File: src/rtl/mfva_pkg.sv
`timescale 1ns / 1ps
`default_nettype none

package mfva_pkg;

  localparam int unsigned VOICE_COUNT_DEF = 4;
  localparam int unsigned QUEUE_DEPTH_DEF = 2;
  localparam int unsigned VOICE_OFFSETS   = 4;

  localparam int unsigned CFG_IDX_W  = 3;
  localparam int unsigned CFG_DATA_W = 7;

  localparam logic [CFG_IDX_W-1:0] REG_MASTER_OFFSET = 3'd0;
  localparam logic [CFG_IDX_W-1:0] REG_VOICE0_OFFSET = 3'd1;
  localparam logic [CFG_IDX_W-1:0] REG_VOICE1_OFFSET = 3'd2;
  localparam logic [CFG_IDX_W-1:0] REG_VOICE2_OFFSET = 3'd3;
  localparam logic [CFG_IDX_W-1:0] REG_VOICE3_OFFSET = 3'd4;

  localparam logic [3:0] KIND_NOTE_OFF = 4'h8;
  localparam logic [3:0] KIND_NOTE_ON  = 4'h9;

  localparam logic [6:0] NOTE_MAX = 7'h7f;

  typedef logic signed [6:0] offset_t;

  typedef struct packed {
    logic [7:0] status_byte;
    logic [7:0] note_byte;
    logic [7:0] velocity_byte;
  } in_item_t;

  typedef struct packed {
    logic       is_note_on;
    logic [1:0] voice_index;
    logic [6:0] out_note;
    logic [6:0] out_velocity;
  } out_item_t;

  // classified command between front and back end
  typedef struct packed {
    logic       start;
    logic [6:0] note;
    logic [6:0] velocity;
  } cmd_t;

  typedef struct packed {
    offset_t                   master_offset;
    offset_t [VOICE_OFFSETS-1:0] voice_offset;
  } cfg_t;

endpackage

`default_nettype wire

File: src/rtl/mfva_front.sv
`timescale 1ns / 1ps
`default_nettype none

module mfva_front import mfva_pkg::*; (
  input  wire logic     clk_i,
  input  wire logic     rst_ni,
  input  wire logic     in_valid_i,
  output logic          in_stall_o,
  input  wire in_item_t in_data_i,
  input  wire logic     queue_full_i,
  output logic          push_o,
  output cmd_t          cmd_o
);

  logic       is_note_msg;
  logic [6:0] velocity;

  assign velocity = in_data_i.velocity_byte[6:0];

  always_comb begin
    is_note_msg = 1'b0;
    cmd_o.start = 1'b0;
    unique case (in_data_i.status_byte[7:4])
      KIND_NOTE_ON: begin
        is_note_msg = 1'b1;
        cmd_o.start = (velocity != 7'd0);
      end
      KIND_NOTE_OFF: begin
        is_note_msg = 1'b1;
      end
      default: begin
        is_note_msg = 1'b0;
      end
    endcase
    cmd_o.note     = in_data_i.note_byte[6:0];
    cmd_o.velocity = cmd_o.start ? velocity : 7'd0;
  end

  assign in_stall_o = queue_full_i;
  assign push_o     = in_valid_i && !queue_full_i && is_note_msg;

  // a push never lands on a full queue
  assert property (@(posedge clk_i) disable iff (!rst_ni) push_o |-> !queue_full_i)
    else $error("front pushed into full queue");

  // ignored transactions are taken without a push
  assert property (@(posedge clk_i) disable iff (!rst_ni)
    (in_valid_i && !in_stall_o && !is_note_msg) |-> !push_o)
    else $error("ignored message pushed");

  // note-off commands carry zero velocity
  assert property (@(posedge clk_i) disable iff (!rst_ni)
    (push_o && !cmd_o.start) |-> (cmd_o.velocity == 7'd0))
    else $error("stop command with velocity");

endmodule

`default_nettype wire

File: src/rtl/mfva_queue.sv
`timescale 1ns / 1ps
`default_nettype none

module mfva_queue import mfva_pkg::*; #(
  parameter int unsigned DEPTH = QUEUE_DEPTH_DEF
) (
  input  wire logic clk_i,
  input  wire logic rst_ni,
  input  wire logic push_i,
  input  wire cmd_t push_data_i,
  input  wire logic pop_i,
  output cmd_t      pop_data_o,
  output logic      full_o,
  output logic      empty_o
);

  localparam int unsigned PtrW = (DEPTH > 1) ? $clog2(DEPTH) : 1;
  localparam int unsigned CntW = $clog2(DEPTH + 1);

  cmd_t            mem_q [DEPTH];
  logic [PtrW-1:0] wr_ptr_q, wr_ptr_d;
  logic [PtrW-1:0] rd_ptr_q, rd_ptr_d;
  logic [CntW-1:0] count_q, count_d;
  logic            do_push, do_pop;

  assign full_o     = (count_q == CntW'(DEPTH));
  assign empty_o    = (count_q == '0);
  assign do_push    = push_i && !full_o;
  assign do_pop     = pop_i && !empty_o;
  assign pop_data_o = mem_q[rd_ptr_q];

  always_comb begin
    wr_ptr_d = wr_ptr_q;
    rd_ptr_d = rd_ptr_q;
    count_d  = count_q;
    if (do_push) begin
      wr_ptr_d = (wr_ptr_q == PtrW'(DEPTH - 1)) ? '0 : wr_ptr_q + 1'b1;
    end
    if (do_pop) begin
      rd_ptr_d = (rd_ptr_q == PtrW'(DEPTH - 1)) ? '0 : rd_ptr_q + 1'b1;
    end
    if (do_push && !do_pop) begin
      count_d = count_q + 1'b1;
    end else if (do_pop && !do_push) begin
      count_d = count_q - 1'b1;
    end
  end

  always_ff @(posedge clk_i or negedge rst_ni) begin
    if (!rst_ni) begin
      wr_ptr_q <= '0;
      rd_ptr_q <= '0;
      count_q  <= '0;
    end else begin
      wr_ptr_q <= wr_ptr_d;
      rd_ptr_q <= rd_ptr_d;
      count_q  <= count_d;
    end
  end

  always_ff @(posedge clk_i) begin
    if (do_push) begin
      mem_q[wr_ptr_q] <= push_data_i;
    end
  end

endmodule

`default_nettype wire

File: src/rtl/mfva_back.sv
`timescale 1ns / 1ps
`default_nettype none

module mfva_back import mfva_pkg::*; #(
  parameter int unsigned VOICE_COUNT = VOICE_COUNT_DEF
) (
  input  wire logic  clk_i,
  input  wire logic  rst_ni,
  input  wire cfg_t  cfg_i,
  input  wire logic  queue_empty_i,
  input  wire cmd_t  cmd_i,
  output logic       pop_o,
  output logic       out_valid_o,
  input  wire logic  out_stall_i,
  output out_item_t  out_data_o
);

  logic [VOICE_COUNT-1:0] voice_active_q, voice_active_d;
  logic [6:0]             voice_note_q [VOICE_COUNT];

  logic            out_valid_q, out_valid_d;
  out_item_t       out_data_q, out_data_d;

  logic            can_load;
  logic            found;
  logic [1:0]      hit_index;
  offset_t         hit_offset;
  logic [VOICE_COUNT-1:0] hit_onehot;
  logic signed [8:0] sum;
  logic [6:0]      sat_note;

  assign can_load = !out_valid_q || !out_stall_i;
  assign pop_o    = can_load && !queue_empty_i;

  // priority search: first free voice on start, first matching active voice on stop
  always_comb begin
    found      = 1'b0;
    hit_index  = '0;
    hit_offset = '0;
    hit_onehot = '0;
    for (int i = 0; i < VOICE_COUNT; i++) begin
      if (!found && (cmd_i.start ? !voice_active_q[i]
                                 : (voice_active_q[i] && voice_note_q[i] == cmd_i.note))) begin
        found         = 1'b1;
        hit_index     = 2'(i);
        hit_onehot[i] = 1'b1;
        if (i < VOICE_OFFSETS) begin
          hit_offset = cfg_i.voice_offset[i[1:0]];
        end
      end
    end
  end

  always_comb begin
    sum = $signed({2'b00, cmd_i.note}) + 9'(signed'(cfg_i.master_offset))
        + 9'(signed'(hit_offset));
    if (sum < 9'sd0) begin
      sat_note = '0;
    end else if (sum > 9'sd127) begin
      sat_note = NOTE_MAX;
    end else begin
      sat_note = sum[6:0];
    end
  end

  always_comb begin
    voice_active_d = voice_active_q;
    out_valid_d    = out_valid_q;
    out_data_d     = out_data_q;
    if (can_load) begin
      out_valid_d = 1'b0;
    end
    if (pop_o && found) begin
      voice_active_d          = cmd_i.start ? (voice_active_q | hit_onehot)
                                            : (voice_active_q & ~hit_onehot);
      out_valid_d             = 1'b1;
      out_data_d.is_note_on   = cmd_i.start;
      out_data_d.voice_index  = hit_index;
      out_data_d.out_note     = sat_note;
      out_data_d.out_velocity = cmd_i.velocity;
    end
  end

  always_ff @(posedge clk_i or negedge rst_ni) begin
    if (!rst_ni) begin
      voice_active_q <= '0;
      out_valid_q    <= 1'b0;
    end else begin
      voice_active_q <= voice_active_d;
      out_valid_q    <= out_valid_d;
    end
  end

  always_ff @(posedge clk_i) begin
    out_data_q <= out_data_d;
    for (int i = 0; i < VOICE_COUNT; i++) begin
      if (pop_o && found && cmd_i.start && hit_onehot[i]) begin
        voice_note_q[i] <= cmd_i.note;
      end
    end
  end

  assign out_valid_o = out_valid_q;
  assign out_data_o  = out_data_q;

  assert property (@(posedge clk_i) disable iff (!rst_ni)
    (pop_o && found && cmd_i.start)
      |=> $countones(voice_active_q) == $past($countones(voice_active_q)) + 1)
    else $error("allocation did not claim exactly one voice");

  assert property (@(posedge clk_i) disable iff (!rst_ni)
    (pop_o && found && !cmd_i.start)
      |=> $countones(voice_active_q) + 1 == $past($countones(voice_active_q)))
    else $error("release did not free exactly one voice");

  assert property (@(posedge clk_i) disable iff (!rst_ni)
    !(pop_o && found) |=> $stable(voice_active_q))
    else $error("voice state changed without a command");

  assert property (@(posedge clk_i) disable iff (!rst_ni)
    (out_valid_q && !out_data_q.is_note_on) |-> (out_data_q.out_velocity == 7'd0))
    else $error("stop event with non-zero velocity");

endmodule

`default_nettype wire

File: src/rtl/midi_four_voice_allocator.sv
`timescale 1ns / 1ps
`default_nettype none

// Channel  Direction  Handshake                  Payload
// input    in         in_valid_i / in_stall_o    in_data_i   (in_item_t)
// output   out        out_valid_o / out_stall_i  out_data_o  (out_item_t)
// config   in         cfg_we_i                   cfg_idx_i, cfg_wdata_i
//
// One transaction per cycle enters while the command queue has room.
// Unless the output stalls, the back end executes one queued command per cycle
// (one priority search over the voice flags), registered to show next cycle.
// Reset (asynchronous): all voices inactive, offsets zero, queue empty.
// Output stall holds the result register; the queue then fills and stalls input.

module midi_four_voice_allocator import mfva_pkg::*; #(
  parameter int unsigned VOICE_COUNT = VOICE_COUNT_DEF,
  parameter int unsigned QUEUE_DEPTH = QUEUE_DEPTH_DEF
) (
  input  wire logic                  clk_i,
  input  wire logic                  rst_ni,
  input  wire logic                  in_valid_i,
  output logic                       in_stall_o,
  input  wire in_item_t              in_data_i,
  output logic                       out_valid_o,
  input  wire logic                  out_stall_i,
  output out_item_t                  out_data_o,
  input  wire logic                  cfg_we_i,
  input  wire logic [CFG_IDX_W-1:0]  cfg_idx_i,
  input  wire logic [CFG_DATA_W-1:0] cfg_wdata_i
);

  cfg_t cfg_q;
  cmd_t push_cmd, pop_cmd;
  logic push, pop, queue_full, queue_empty;

  always_ff @(posedge clk_i or negedge rst_ni) begin
    if (!rst_ni) begin
      cfg_q <= '0;
    end else if (cfg_we_i) begin
      unique case (cfg_idx_i)
        REG_MASTER_OFFSET: cfg_q.master_offset   <= offset_t'(cfg_wdata_i);
        REG_VOICE0_OFFSET: cfg_q.voice_offset[0] <= offset_t'(cfg_wdata_i);
        REG_VOICE1_OFFSET: cfg_q.voice_offset[1] <= offset_t'(cfg_wdata_i);
        REG_VOICE2_OFFSET: cfg_q.voice_offset[2] <= offset_t'(cfg_wdata_i);
        REG_VOICE3_OFFSET: cfg_q.voice_offset[3] <= offset_t'(cfg_wdata_i);
        default: cfg_q <= cfg_q;
      endcase
    end
  end

  mfva_front u_front (
    .clk_i        (clk_i),
    .rst_ni       (rst_ni),
    .in_valid_i   (in_valid_i),
    .in_stall_o   (in_stall_o),
    .in_data_i    (in_data_i),
    .queue_full_i (queue_full),
    .push_o       (push),
    .cmd_o        (push_cmd)
  );

  mfva_queue #(
    .DEPTH (QUEUE_DEPTH)
  ) u_queue (
    .clk_i       (clk_i),
    .rst_ni      (rst_ni),
    .push_i      (push),
    .push_data_i (push_cmd),
    .pop_i       (pop),
    .pop_data_o  (pop_cmd),
    .full_o      (queue_full),
    .empty_o     (queue_empty)
  );

  mfva_back #(
    .VOICE_COUNT (VOICE_COUNT)
  ) u_back (
    .clk_i         (clk_i),
    .rst_ni        (rst_ni),
    .cfg_i         (cfg_q),
    .queue_empty_i (queue_empty),
    .cmd_i         (pop_cmd),
    .pop_o         (pop),
    .out_valid_o   (out_valid_o),
    .out_stall_i   (out_stall_i),
    .out_data_o    (out_data_o)
  );

endmodule

`default_nettype wire

File: config.mk
export PLATFORM = sky130hd
export DESIGN_NAME = midi_four_voice_allocator
export DESIGN_NICKNAME = d
export VERILOG_FILES = /design/src/rtl/mfva_pkg.sv /design/src/rtl/mfva_front.sv /design/src/rtl/mfva_queue.sv /design/src/rtl/mfva_back.sv /design/src/rtl/midi_four_voice_allocator.sv
export SDC_FILE = /design/constraint.sdc
export NUM_CORES = 1
export LEC_CHECK = 0
export BUFFER_PORTS_ARGS = -buffer_cell sky130_fd_sc_hd__buf_4
export CORE_ASPECT_RATIO = 0.7
export CORE_MARGIN = 1
export CORE_UTILIZATION = 25
export DETAILED_ROUTE_END_ITERATION = 8
export SLEW_MARGIN = 20
export SYNTH_ARGS = -nofsm -noshare
export SYNTH_HDL_FRONTEND = slang
export SYNTH_SLANG_ARGS = --single-unit
File: constraint.sdc
create_clock -name clk_i -period 8.5 [get_ports clk_i]
set_input_delay 1.275 -clock clk_i [delete_from_list [all_inputs] [get_ports clk_i]]
set_output_delay 1.275 -clock clk_i [all_outputs]
set_load 0.03 [all_outputs]
# After elaboration in Yosys (flattened, before gate mapping)
# Memories as Yosys holds them, arrays and structs flattened.
# Index checks and enable logic that the tools add are counted.
# W data, S select, Z words.
dict set report word_totals {
  register_bits 61
  mem_count 2
  mem_bits_ro 0
  word_cells 135
  input_bits 39
  latchBits 0
  ram_bits 58
}
dict set report classes {
  shifts 0
  n_mul 0
  n_addsub 6
  reduce_logical 49
  n_lt_le_gt_ge 2
  mux 47
  eq_ne 11
  div 0
  bitwise_logic 3
}
# name words word_bits read_ports rd_clocked_by_memory_dff wr line
set memory_table {}
lappend memory_table {u_queue.mem_q 2 15 1 0 1 mfva_queue.sv:20} ;# cmd_t mem_q [DEPTH];
lappend memory_table {u_back.voice_note_q 4 7 4 0 1 mfva_back.sv:19} ;# logic [6:0] voice_note_q [VOICE_COUNT];
# op n
set ops {}
lappend ops {{$mux W7} 9}
lappend ops {{$mux W1} 32}
lappend ops {{$eq A7 B7 Y1} 4}
lappend ops {{$reduce_or A7 Y1} 3}
lappend ops {{$logic_and A1 B1 Y1} 20}
lappend ops {{$logic_not A1 Y1} 13}
lappend ops {{$mux W2} 5}
lappend ops {{$reduce_and A2 Y1} 5}
lappend ops {{$add A8 B7 Y9} 1}
lappend ops {{$add A9 B7 Y9} 1}
lappend ops {{$gt A9 B8 Y1 const B} 1}
lappend ops {{$lt A9 B1 Y1 const B} 1}
lappend ops {{$eq A4 B4 Y1 const B} 2}
lappend ops {{$reduce_bool A7 Y1} 1}
lappend ops {{$eq A3 B2 Y1 const B} 2}
lappend ops {{$and A4 B4 Y4} 1}
lappend ops {{$mux W4} 1}
lappend ops {{$not A4 Y4} 1}
lappend ops {{$or A4 B4 Y4} 1}
lappend ops {{$reduce_bool A2 Y1} 2}
lappend ops {{$reduce_or A2 Y1} 2}
lappend ops {{$eq A3 B1 Y1 const B} 1}
lappend ops {{$eq A3 B3 Y1 const B} 1}
lappend ops {{$logic_not A3 Y1} 1}
lappend ops {{6 further kinds} 7}

# Longest topological paths before layout
# Gate-level depths: netlist of the first run.
# An unclocked memory read counts as a cell.
dict set report logic_depth {
  ltp_word 23
  depth_mapped 21
  depth_no_buf 19
}

# Cells and area by module
# A second synthesis of the first run with hierarchy kept.
dict set report unflattened {
  cells_unflattened 378
  hier_area_um2 5605.4
}
# mod cells_per_inst n_inst area_per_inst_um2 seq_area_each_um2
set by_module_without_submodules {}
lappend by_module_without_submodules {mfva_back 213 1 2763.9 1476.4}
lappend by_module_without_submodules {midi_four_voice_allocator 78 1 1347.5 875.8}
lappend by_module_without_submodules {mfva_queue 66 1 1331.3 1001.0}
lappend by_module_without_submodules {mfva_front 21 1 162.7 0.0}

# Worst setup path before layout of the first run
# No wires, ideal clock.
dict set report synth_path {
  kind {flip-flop to flip-flop}
  from {reg u_queue.rd_ptr_q}
  to {reg u_back.out_data_q, in the netlist u_back.out_data_o[12] (data pin)}
  path_buffers 3
  path_slack_ns 4.052
  synth_period_minus_slack_ns 4.448
  path_stages_with_launch 22
  t_arrival_ns 4.175
  required_time_ns 8.228
  cell_sequence {dfrtp_1 buf_6 buf_12 mux2i_4 xor2_2 nand4_2 o32ai_4 nor4_2 buf_6 a221oi_2 fa_1 inv_1 ha_1 inv_1 fa_1 nor2b_1 o21ai_0 a21boi_0 o21ai_0 nor2b_1 xnor2_1 a21oi_1}
}
dict set report synth_between {
  elab_chain_cells 17
  word_cells_on_any_way 31
}
# element line
set synth_lines {}
lappend synth_lines {{from (decl)} mfva_queue.sv:22} ;# logic [PtrW-1:0] rd_ptr_q, rd_ptr_d;
lappend synth_lines {{from (signal assigned)} mfva_queue.sv:56} ;# rd_ptr_q <= rd_ptr_d;
lappend synth_lines {{$mem_v2 Z2 W15 *} --}
lappend synth_lines {{$eq A7 B7 Y1} mfva_back.sv:43} ;# : (voice_active_q[i] && voice_note_q[i] == cmd_i.note))) begin
lappend synth_lines {{$logic_and A1 B1 Y1} mfva_back.sv:43}
lappend synth_lines {{$mux W1 (2 in series)} mfva_back.sv:42} ;# if (!found && (cmd_i.start ? !voice_active_q[i]
lappend synth_lines {{$logic_not A1 Y1} mfva_back.sv:42}
lappend synth_lines {{$logic_and A1 B1 Y1} mfva_back.sv:42}
lappend synth_lines {{$mux W1} mfva_back.sv:42}
lappend synth_lines {{$logic_not A1 Y1} mfva_back.sv:42}
lappend synth_lines {{$logic_and A1 B1 Y1} mfva_back.sv:42}
lappend synth_lines {{$mux W1} mfva_back.sv:42}
lappend synth_lines {{$logic_not A1 Y1} mfva_back.sv:42}
lappend synth_lines {{$logic_and A1 B1 Y1} mfva_back.sv:42}
lappend synth_lines {{$mux W7} mfva_back.sv:42}
lappend synth_lines {{$add A9 B7 Y9 *} mfva_back.sv:56} ;# + 9'(signed'(hit_offset));
lappend synth_lines {{$gt A9 B8 Y1} mfva_back.sv:59} ;# end else if (sum > 9'sd127) begin
lappend synth_lines {{$mux W7} mfva_back.sv:59}
lappend synth_lines {{to (signal assigned)} mfva_back.sv:95} ;# out_data_q <= out_data_d;
lappend synth_lines {{to (decl)} mfva_back.sv:22} ;# out_item_t out_data_q, out_data_d;
# Mark *: on every way between the ends. The rest lies on a longest branch, timed or not.
# A chain may end at the register's enable or synchronous reset.

# Final worst setup path of the first run
# Same ends and word-level chain as after synthesis.

==> impl_results.md, run 1 <==
- DR WL/cell: around 15 microns
- CP max FO: 16
- Clock Path Buffers: 2
- Crit path DAT: around 6 ns
- Die Footprint: ~23000 sq um
- Non-filler cells, final: ~750
- Std cell rows: 45
- Final period utilization: 0.6722
- Post-CTS Resized: 0
- Final hold violations: 0
- Yosys top cell area share: 0.4077
- DR pass1 iterations: 6
- Dpl cells: slightly above 700
- Initial Util: 0.2548
- Gr ovfl total: 0
- Residual DRC: 0
- Fin Setup TNS: 0 ns
- Mapped Cells: about 390
- YS warnings: 0
- Dominant synthesized flop cell: edfxtp_1
- HPWL after DPL: 8425 microns
- Largest net degree at the start of global routing: 45
- Via/cell ratio: ~4.4
- Type of origin of the critical path: flop
- Total of max-cap violations: 0
- HP Class: reg -> reg
- First-pass GRT wire length: around 19000 microns
- 1st-iter DRT viols: about 140
- Worst-Margin Slew: 0.7205 ns
- Die Span Y: between 100 and 150 microns
- Seq/Total Area, Yosys: 0.6070
- Cell variety after synth: 46
- Layout area overhead: 24.37%
- Cell Area, Synth: about 5500 sq um
- Post-synth top area cell: edfxtp_1
- Final period demand of the worst path: roughly 5.7 ns
- Core Footprint: between 20000 and 25000 sq um
- RSZ-0062 raised after global routing: false
- Count of input and output buffers: 51
- Number of buffers created by CTS: 17
- Final Cell Area: a little under 7000 sq um
- All-Layer GR Usage: 0.1090
- Async set-reset flop share out of synthesis: 0.3697
- Share of cells above drive strength 1: 0.3126
- #FFs+latches synth: 119
- IO Count: a little under 60
- Via count: between 3000 and 4000
- Initial antenna violation count: 1
- Maximum clock frequency: about 180 MHz
- CTS Root Cell: clkbuf_16
- Placed cell area: 6246 sq um
- Max IR drop VDD: 0.2111 mV
- Nets@finish: 511
- Post-CTS Hold Fix Bufs: 0
- Slew Limit Fails: 0
- Mapped Nets: around 440
- Leakage: approximately 0.0027 uW
- Slew HR: 0.5186
- Postcts setup bufs: 0
- Routed wire length: between 10000 and 15000 microns
- Clock skew: between 0.015 and 0.02 ns
- Pwr dens: approximately 400 nW/um^2
- Routed Antenna Nets: 0
- EDFF count, synth: 75
- Clock Latency Late Sink: ~0.42 ns
- Number of global-route vias before repair: 3463
- Placer congestion estimate: 0.7146
- N_diodes: 0
- Worst EP required: between 8 and 9 ns
- Final Util: 0.3169
- CTS tree: built
- Crit path capture type: flop
- Die W: 179.7 microns
- Status: completed
- Mean cell area of the mapped netlist: 14.31 sq um
- # setup viols final: 0
- Critical path class: reg -> reg
- Clock transition at path regs: 0.06 ns
- H-tree Lvls: 4
- Clock sink count: between 100 and 150
- Ranking of synthesized cells by area: edfxtp_1, dfrtp_1, mux2_2, fa_1, xnor2_1
[placed cells by master, fill, tap and decap left out, drive strengths merged, types with 2 or more instances in the layout]
cell,count
edfxtp,75
buf,55
dfrtp,44
mux2,39
inv,30
nand2,23
xnor2,20
xor2,19
a21oi,19
clkbuf,18
o21ai,14
nor2,12
nand3,11
fa,9
ha,9
mux2i,8
and2,7
nor3,5
a221o,4
nor2b,4
a21o,4
nor4,4
nand2b,3
clkinv,3
bufinv,3
and3,3
o32ai,2
a31oi,2
a221oi,2
nor3b,2
o21a,2
clkinvlp,2
nand4,2
[stage by stage]
| stage | setup slack, ns | total power, uW | hold slack (ns) |
|---|---|---|---|
| global placement | 2.567 | 1920 | 0.4738 |
| finish | 2.786 | 2680 | 0.4909 |
| global route | 2.372 | 2860 | 0.5250 |
| CTS | 2.414 | 2707 | 0.4881 |
| detailed placement | 2.462 | 1944 | 0.4761 |
| floorplan | 4.052 | 1664 | 0.4574 |
[cell families (layout without fill, tap and decap cells)]
family          Yosys count  after routing  synth area share
fa+ha+maj                18             18           0.05300
mux                      47             47            0.1058
flops                   119            119            0.6070
compound gates           56             56           0.07384
simple gates             77             77           0.07089
buf+inv                  30            111           0.02627
xor+xnor                 39             39           0.06319
[layout make-up]
type / count / area (sq um)
Fill cell: 2088 / 14810
Sequential cell: 119 / 3354
Multi-Input combinational cell: 237 / 2042
Clock buffer: 18 / 429.2
Timing Repair Buffer: 55 / 412.9
Tap cell: 282 / 352.8
Clock inverter: 14 / 188.9
Inverter: 24 / 90.09
[registers in the layout (all words and copies together) (netlist names), named ones only]
| name | flops |
|---|---|
| u_back.out_valid_o | 1 |
| u_queue.count_q | 2 |
| u_back.out_data_o | 17 |
| u_queue.wr_ptr_q | 1 |
| u_back.voice_note_q | 28 |
| u_queue.rd_ptr_q | 1 |
| u_queue.mem_q | 30 |
| cfg_q | 35 |
[report_power, final]
| part | switching [uW] | internal [uW] | total (uW) |
|---|---|---|---|
| sequential | 88.1 | 802 | 891 |
| clock | 279 | 470 | 748 |
| combinational | 613 | 428 | 1040 |
| total | 980 | 1700 | 2680 |
[synthesized netlist by cell type, types with 4 or more instances]
| master | number |
|---|---|
| edfxtp_1 | 75 |
| dfrtp_1 | 44 |
| mux2_2 | 39 |
| inv_1 | 24 |
| nand2_1 | 23 |
| xnor2_1 | 20 |
| a21oi_1 | 19 |
| xor2_1 | 18 |
| nor2_1 | 12 |
| o21ai_0 | 12 |
| nand3_1 | 11 |
| fa_1 | 9 |
| ha_1 | 9 |
| and2_1 | 7 |
| nor3_1 | 5 |
| a21o_1 | 4 |
| a221o_1 | 4 |
| mux2i_2 | 4 |
| mux2i_4 | 4 |
| nor2b_1 | 4 |
[worst paths after layout]
check,depth (start not counted),start,slack [ns],end
min reg2reg,1,u_queue.count_q[1],0.49,u_queue.count_q[1]
min,1,u_queue.count_q[1],0.49,u_queue.count_q[1]
max in group asynchronous,1,rst_ni,7.20,u_queue.rd_ptr_q
max reg2reg,19,u_queue.rd_ptr_q,2.79,u_back.out_data_o[12]
max,19,u_queue.rd_ptr_q,2.79,u_back.out_data_o[12]
min in group asynchronous,1,rst_ni,0.87,cfg_q[11]
[metal layers]
layer / routed length [microns] / global-route usage / vias to the layer above
met5: 0 / 0 / -
met4: 107 / 0.02992 / 0
li1: - / - / 1547
met2: 5453 / 0.1758 / 76
met3: 520 / 0.03819 / 8
met1: 5392 / 0.1391 / 1650
[worst max-delay path, stage by stage (launching register included)]
cell and delay [ns]:
dfrtp_2 0.75, mux2i_2 0.56, xor2_1 0.19, nand4_1 0.19
o32ai_4 0.59, nor4_2 0.17, buf_4 0.21, a221oi_2 0.27
fa_1 0.45, inv_1 0.07, ha_1 0.18, inv_1 0.06
fa_1 0.39, nor2b_1 0.12, o21ai_0 0.11, a21boi_0 0.18
o21ai_0 0.12, nor2b_1 0.18, xnor2_1 0.44, a21oi_1 0.18
Power figures use the tool's default switching activity.
==> inputs of run 2 (changes only) <==
==> constraint.sdc (replaced) <==
create_clock -name clk_i -period 6 [get_ports clk_i]
set_input_delay 0.9 -clock clk_i [delete_from_list [all_inputs] [get_ports clk_i]]
set_output_delay 0.9 -clock clk_i [all_outputs]
set_load 0.03 [all_outputs]
==> run 2 against run 1 <==
  * Flip-flop and latch count is the same
  * Total power increased by 41%
  * Largest power group unchanged
  * Cell area barely moved
  * Die area unchanged
==> impl_results.md, run 2 (same netlist as run 1, synthesis figures left out) <==
- Status: completed
- Initial antenna violation count: 0
- Type of origin of the critical path: flop
- Largest register by flop count: cfg_q
- Slew HR: 0.5054
- Total of max-cap violations: 0
- Worst R2R Path Depth: 17
- Fin Setup TNS: 0 ns
- HP Class: in -> async
- Critical path class: reg -> reg
- Crit path max-delay family: simple AND/OR/NAND/NOR gates
- Die Span Y: ~130 microns
- R2R Path Start: u_queue.rd_ptr_q
- Crit path DAT: around 5.5 ns
- Worst EP required: 6.12 ns
- N_diodes: 0
- Top flop regs: cfg_q: 35 flops, u_queue.mem_q: 30 flops, u_back.voice_note_q: 28 flops
- Number of buffers created by CTS: 17
- Initial Util: 0.2548
- Via count: between 3000 and 4000
- Clock Path Buffers: 2
- Leakage: between 0.002 and 0.003 uW
- DR pass1 iterations: 6
- Routed Antenna Nets: 0
- Largest register FFs: 35
- Gr ovfl total: 0
- # setup viols final: 0
- Crit path capture type: flop
- Std cell rows: 45
- Residual DRC: 0
- CTS Root Cell: clkbuf_16
- First-pass GRT wire length: 18440 microns
- Die W: around 180 microns
- IO Count: 58
- Die Footprint: 22700 sq um
- Max IR drop VDD: roughly 0.35 mV
- Clock Latency Late Sink: 0.41 ns
- Final hold violations: 0
- Largest net degree at the start of global routing: 45
- Setup slack, reg-to-reg: a little over 0.6 ns
- 1st-iter DRT viols: ~170
- Number of global-route vias before repair: between 3000 and 4000
- Pwr dens: 550.6 nW/um^2
- Worst-Margin Slew: between 0.7 and 0.8 ns
- Nets@finish: about 510
- Final period demand of the worst path: 5.376 ns
- CTS tree: built
- Final period utilization: 0.8960
- Slew Limit Fails: 0
- Via/cell ratio: 4.338
- Maximum clock frequency: 186.0 MHz
- Routed wire length: 11270 microns
- Worst Path Buf+Inv: 2
- Most common library cell in the layout ignoring fill and taps: edfxtp_1
- All-Layer GR Usage: 0.1071
- RSZ-0062 raised after global routing: false
- Clock skew: between 0.005 and 0.006 ns
- Critical path's slowest cell: nor4_2
- Most frequent cells in the layout: edfxtp_1, buf_4, dfrtp_1
- HPWL after DPL: around 8300 microns
- CP max FO: 9
- Critical Path Max Stage Delay: 0.60 ns
- Cell breakdown of the critical path: buf_4 -> mux2i_2 -> xnor2_1 -> nor4_1 -> a41oi_1 -> nor4_2 -> buf_4 -> a221o_1 -> fa_1 -> ha_1 -> nor2b_1 -> o21ai_0 -> a21boi_0 -> o21ai_0 -> nor2b_1 -> xnor2_1 -> a21oi_1
- Post-CTS Hold Fix Bufs: 0
- Post-CTS Resized: 0
- Layout area overhead: 24.44%
- Share of cells above drive strength 1: 0.3128
- DR WL/cell: between 10 and 15 microns
- H-tree Lvls: 4
- FF-to-FF End: u_back.out_data_o[11]
- Postcts setup bufs: 0
- Core Footprint: approximately 22000 sq um
- Placer congestion estimate: about 0.72
- Clock transition at path regs: approximately 0.050 ns
- Clock sink count: ~120
- Count of input and output buffers: 51
- Final Util: 0.3171
## run 2: cell count changes in the layout (fill, tap and decap cells not counted)
cell | previous run | this run
inv_8 | 2 | 0
clkinv_1 | 0 | 1
dfrtp_1 | 43 | 44
clkinv_2 | 0 | 2
buf_4 | 55 | 58
clkinv_4 | 3 | 2
dfrtp_2 | 1 | 0
## run 2: per-stage QoR
stage	instances	instance area (sq um)	worst slack (ns)	hold slack, ns	power, uW
after floorplan	386	5524	1.552	0.4574	2358
after global placement	720	6261	0.7142	0.4736	2733
after detailed placement	720	6269	0.6620	0.4807	2768
after CTS	752	6869	0.5972	0.4919	3823
after global routing	752	6874	0.1051	0.5149	4033
final	752	6874	0.6239	0.4850	3785
## run 2: report_power, final
group	switching, uW	internal [uW]
registers	91.6	1140
clock network	375	655
logic	905	620
total	1370	2410
## run 2: worst max-delay path by stage
stage | startpoint | endpoint | slack (ns) | cells after the start
after floorplan | u_queue.rd_ptr_q | u_back.out_data_o[12] | 1.55 | 21
after global placement | u_queue.rd_ptr_q | u_back.out_data_o[11] | 0.71 | 19
after detailed placement | u_queue.rd_ptr_q | u_back.out_data_o[11] | 0.66 | 16
after CTS | u_queue.rd_ptr_q | u_back.out_data_o[11] | 0.60 | 19
after global routing | u_queue.rd_ptr_q | u_back.out_data_o[11] | 0.11 | 19
final | u_queue.rd_ptr_q | u_back.out_data_o[11] | 0.62 | 17
## run 2: layout make-up
class,count,area [sq um]
timing repair buffer,58,435.4
clock inverter,14,171.4
tap,282,352.8
sequential,119,3353
fill,2094,14800
clock buffer,18,429.2
multi-input combinational,237,2042
inverter,24,90.09
## run 2: metal layers
metal | share of wire | GRT usage | vias to the layer above
met5 | 0 | 0 | -
met3 | 0.033 | 0.03330 | 8
li1 | - | - | 1544
met2 | 0.48 | 0.1723 | 50
met1 | 0.48 | 0.1370 | 1660
met4 | 0.0077 | 0.03753 | 0
